[src/rtl/psq_ram.sv]
// psq_ram: generic single-port-write, single-read RAM with registered read
// no dependencies

module psq_ram #(
  parameter int WIDTH = 8,
  parameter int DEPTH = 16
) (
  input  logic                     clk,
  input  logic                     we,
  input  logic [$clog2(DEPTH)-1:0] waddr,
  input  logic [WIDTH-1:0]         wdata,
  input  logic [$clog2(DEPTH)-1:0] raddr,
  output logic [WIDTH-1:0]         rdata
);

  logic [WIDTH-1:0] mem [DEPTH];

  always_ff @(posedge clk) begin
    if (we) begin
      mem[waddr] <= wdata;
    end
    rdata <= mem[raddr];
  end

endmodule

[config.mk]
export PLATFORM = sky130hd
export DESIGN_NAME = psq_ram
export DESIGN_NICKNAME = d
export VERILOG_FILES = /design/src/rtl/psq_ram.sv
export SDC_FILE = /design/constraint.sdc
export NUM_CORES = 1
export LEC_CHECK = 0
export BUFFER_PORTS_ARGS = -buffer_cell sky130_fd_sc_hd__clkbuf_2
export CORE_MARGIN = 5
export CORE_UTILIZATION = 60
export CTS_CLUSTER_DIAMETER = 80
export DETAILED_ROUTE_END_ITERATION = 16
export PLACE_DENSITY = 0.78
export SYNTH_ARGS = -nofsm -noshare
export SYNTH_HDL_FRONTEND = slang
export SYNTH_SLANG_ARGS = --single-unit
[constraint.sdc]
create_clock -name clk -period 2.9 [get_ports clk]
set_clock_uncertainty 0.1 [all_clocks]
set_input_delay 0.725 -clock clk [delete_from_list [all_inputs] [get_ports clk]]
set_output_delay 0.725 -clock clk [all_outputs]
set_load 0.005 [all_outputs]
Yosys cells after proc, flatten, opt, wreduce, memory -nomap -nowiden:

Memory sizes are Yosys's and may differ from the RTL's. A register that Yosys moved wholly into a read port is not among the register bits.
Cells that the tools add are included.
W data, S select, Z words.

* muxes and demuxes: 2

Operators with widths (number)
* $mux W1: 2

* bits in registers: 0
* RAM bits: 128
* input bits: 18
* output and inout bits: 8
* logic and storage cells: 3
* memories: 1

Memories
* mem: depth 16, bits a word 8, rd ports 1, clocked after memory_dff 1, write ports 1, RTL line 16 `logic [WIDTH-1:0] mem [DEPTH];`

Logic depth before layout (Yosys ltp):

* word-level depth: 2
* depth in mapped cells: 5
* mapped depth without buffers: 3

Worst setup path before layout:

No wires, ideal clock.

* path type: input -> register
* start point: in waddr[2]
* end point: mem mem[0][0] (enable)
* arrival time: 1.835 ns
* required time: 2.417 ns
* setup slack: 0.582 ns
* stages: 2
* path buffers: 0
* cell sequence: or3b_2 -> nor3_1

RTL lines
* start, declared: RTL line 10 `input logic [$clog2(DEPTH)-1:0] waddr,`
* end, declared: RTL line 16

Straight into the memory's write port.

Worst setup path after layout:

* start point: in waddr[2]
* end point: mem mem[2][1] (enable)

Straight into the memory's write port.

==> results.yml <==
drt:
  drt_iter0_drc: 202
  post_drt_wl_per_cell_um: 25.0
  first_pass_iters: 5
  vias: 2519
  drt.antenna.violating_nets: 0
  vias_per_cell: 6.28
  finalWirelength_mm: 10.0
  drcViolationCount: 0
power_and_ir_drop:
  power_w: 0.00486
  p_switching_w: 0.000898
  power_density_nw_per_um2: 788
  switching_share_pct: 18.5
  max-vdd-ir-drop_mv: 0.414
  p_seq_share_pct: 45.4
  combPwrFrac_pct: 4.2
  p_clk_share_pct: 50.4
  p_leak_nw: 2.14
  power.internal_w: 0.00397
worst_setup_path:
  start_kind: "input port"
  path_cells: "clkbuf_2 -> or3b_2 -> nor2_1"
  reg2reg_depth: 3
  required_ns: 2.93
  crit_arrival_ns: 1.97
  timing.rr.end: "rdata[7]"
  slowest_stage: "nor2_1"
  reg2reg_from: "mem[1][7]"
  reg2reg_setup_slack_ns: 1.38
  path_class: "in2reg"
  crit_family: "simple AND/OR/NAND/NOR gates"
  cp_num_buf_inv: 1
  slowest_delay_ns: 0.64
  critical_path_peak_fanout: 8
  critPathCaptureType: "flip-flop"
grt:
  grt_pass1_wl_mm: 15.5
  grt_max_degree: 33
  antenna_found_initial: 0
  overflow: 0
  grt_usage_pct: 21.3
  grt_pass1_vias: 2623
yosys:
  avgSynthCellArea_sq_um: 22.5
  ys_ff_latch: 136
  ys_types: 19
  seq_area_frac_synth_pct: 77.8
  syn-num-nets: 247
  yosysWarnings: 0
  syn_area_sq_um: 5150
  netlist_instances: 229
die:
  io_pins: 26
  fp.dieH_um: 103
  die_area_sq_um: 10500
  start_util_pct: 62.0
  core_area_sq_um: 8300
  fp-row-count: 33
  die_w_um: 103
worst_hold_path:
  worstHoldEndpoint: "mem[6][0]"
  min_from: "wdata[0]"
  hold_path.class: "in2reg"
  min_path_cells: 1
placed_design:
  place.port_buffers: 25
  hpwl_mm: 5.81
  place.gp.congestion: 0.763
cts:
  hold_buffers: 0
  cts.sinks: 136
  insertion_delay_ns: 0.51
  cts_root_buf: "clkbuf_8"
  cts_max_path_buffers: 2
  cts_made_buffers: 17
  ctsHtreeMaxLevel: 4
  cts_tree: "built"
  cts_setup_buffers: 0
  clk_pin_slew_ns: 0.06
  cts_resized: 0
timing:
  totalNegativeSetupSlack_ns: 0
  max_freq_ghz: 0.515
  setup_viol: 0
  tightest_slew_ns: 0.804
  fin_crit_ns: 1.94
  period_share_pct: 67.0
  slew_headroom_pct: 46.2
  maxSlewViolCount: 0
  rsz0062_at_grt: "no"
  hold_viol_final: 0
finish:
  seq_area_sq_um: 4000
  multi_input_area_sq_um: 1060
  nNetsFinal: 301
  syn_to_final_growth_pct: 19.9
  num-fill-cells: 442
  drive_above_1_share_pct: 31.8
  antennaDiodeCount: 0
run_status:
  status: "completed"
job:
  maxCapViolCount: 0
## synthesized netlist by cell type
cell type	n	area, sq um
edfxtp_1	128	3840
mux4_2	18	405
a22oi_1	16	120
mux4_1	14	368
nor2_1	13	48.8
nand2_1	9	33.8
dfxtp_1	8	160
nor3_1	4	20.0
buf_2	3	15.0
buf_6	3	33.8
clkdlybuf4s25_2	3	30.0
nand2b_1	2	12.5
nand3b_1	2	15.0
and2_1	1	6.26
and2b_1	1	7.51
buf_4	1	7.51
nand3_1	1	5.00
nor2b_1	1	6.26
or3b_2	1	8.76
## cells in the final DEF (no fill, tap or decap), types with 4 or more instances in the layout
master,netlist,final
nand2_1,9,9
buf_4,1,18
clkbuf_2,0,25
bufinv_16,0,7
edfxtp_1,128,128
nor2_1,13,13
clkbuf_16,0,16
nor3_1,4,4
dfxtp_1,8,8
mux4_1,14,14
a22oi_1,16,16
mux4_2,18,18
## registers in the layout, summed over array words and instances, names as in the netlist
| register | count |
|---|---|
| mem | 128 |
| rdata | 8 |
## area by class of cell
| type | count | share of cell area, % |
|---|---|---|
| clock buffers | 20 | 7.05 |
| clock inverters | 12 | 3.97 |
| multi-input cells | 83 | 17.1 |
| flip-flops and latches | 136 | 64.9 |
| well taps | 105 | 2.13 |
| repair buffers | 45 | 4.86 |
## how the worst max path moves through the flow
stage | start | endpoint | slack (ns) | cells after the start
after detailed placement | waddr[2] | mem[2][3] | 0.45 | 3
after floorplan | waddr[2] | mem[0][0] | 0.58 | 2
after global routing | waddr[2] | mem[2][1] | 0.94 | 3
after CTS | waddr[2] | mem[2][1] | 0.96 | 3
after global placement | waddr[2] | mem[2][0] | 0.57 | 3
final | waddr[2] | mem[2][1] | 0.96 | 3
## worst register-to-register path, delay by kind of cell (launching register included)
family / cells / cell delay, ns
muxes: 1 / 0.48
and+or+nand+nor: 1 / 0.10
AOI/OAI and AO/OA: 1 / 0.33
DFF: 1 / 0.40
## kinds of logic (layout without fill, tap and decap cells)
family	Yosys count	in the layout	synth area share, %
flip-flops	136	136	77.8
AND/OR/NAND/NOR	35	35	3.18
multiplexers	32	32	15.0
AO/OA/AOI/OAI	16	16	2.33
buffers and inverters	10	77	1.68
## layer usage
layer  track usage, %  share of wire [%]  up-vias
met5                0                  0        -
met4             8.27                1.4        0
met3             5.41                7.3       12
met2             31.9                 50      129
met1             31.0                 41     1296
li1                 -                  -     1082
## power groups by stage
stage | Clock [W] | Combinational, W | Sequential [W]
finish | 0.00245 | 0.000203 | 0.00221
global route | 0.00258 | 0.000220 | 0.00221
CTS | 0.00247 | 0.000205 | 0.00221
detailed placement | 0 | 0.000201 | 0.00225
global placement | 0 | 0.000195 | 0.00225
floorplan | 0 | 0.000112 | 0.00225
## stage by stage
| stage | hold WS, ns | instances | setup WS, ns | util (%) | cell area, sq um |
|---|---|---|---|---|---|
| 6_report | 0.540 | 401 | 0.958 | 74.4 | 6170 |
| 3_5_place_dp | 0.558 | 369 | 0.448 | 66.2 | 5490 |
| 4_1_cts | 0.512 | 401 | 0.965 | 74.4 | 6170 |
| 2_1_floorplan | 0.529 | 229 | 0.582 | - | 5150 |
| 3_3_place_gp | 0.546 | 369 | 0.569 | 66.2 | 5490 |
| 5_1_grt | 0.538 | 401 | 0.944 | 74.4 | 6170 |
(Power assumes the default switching activity.)
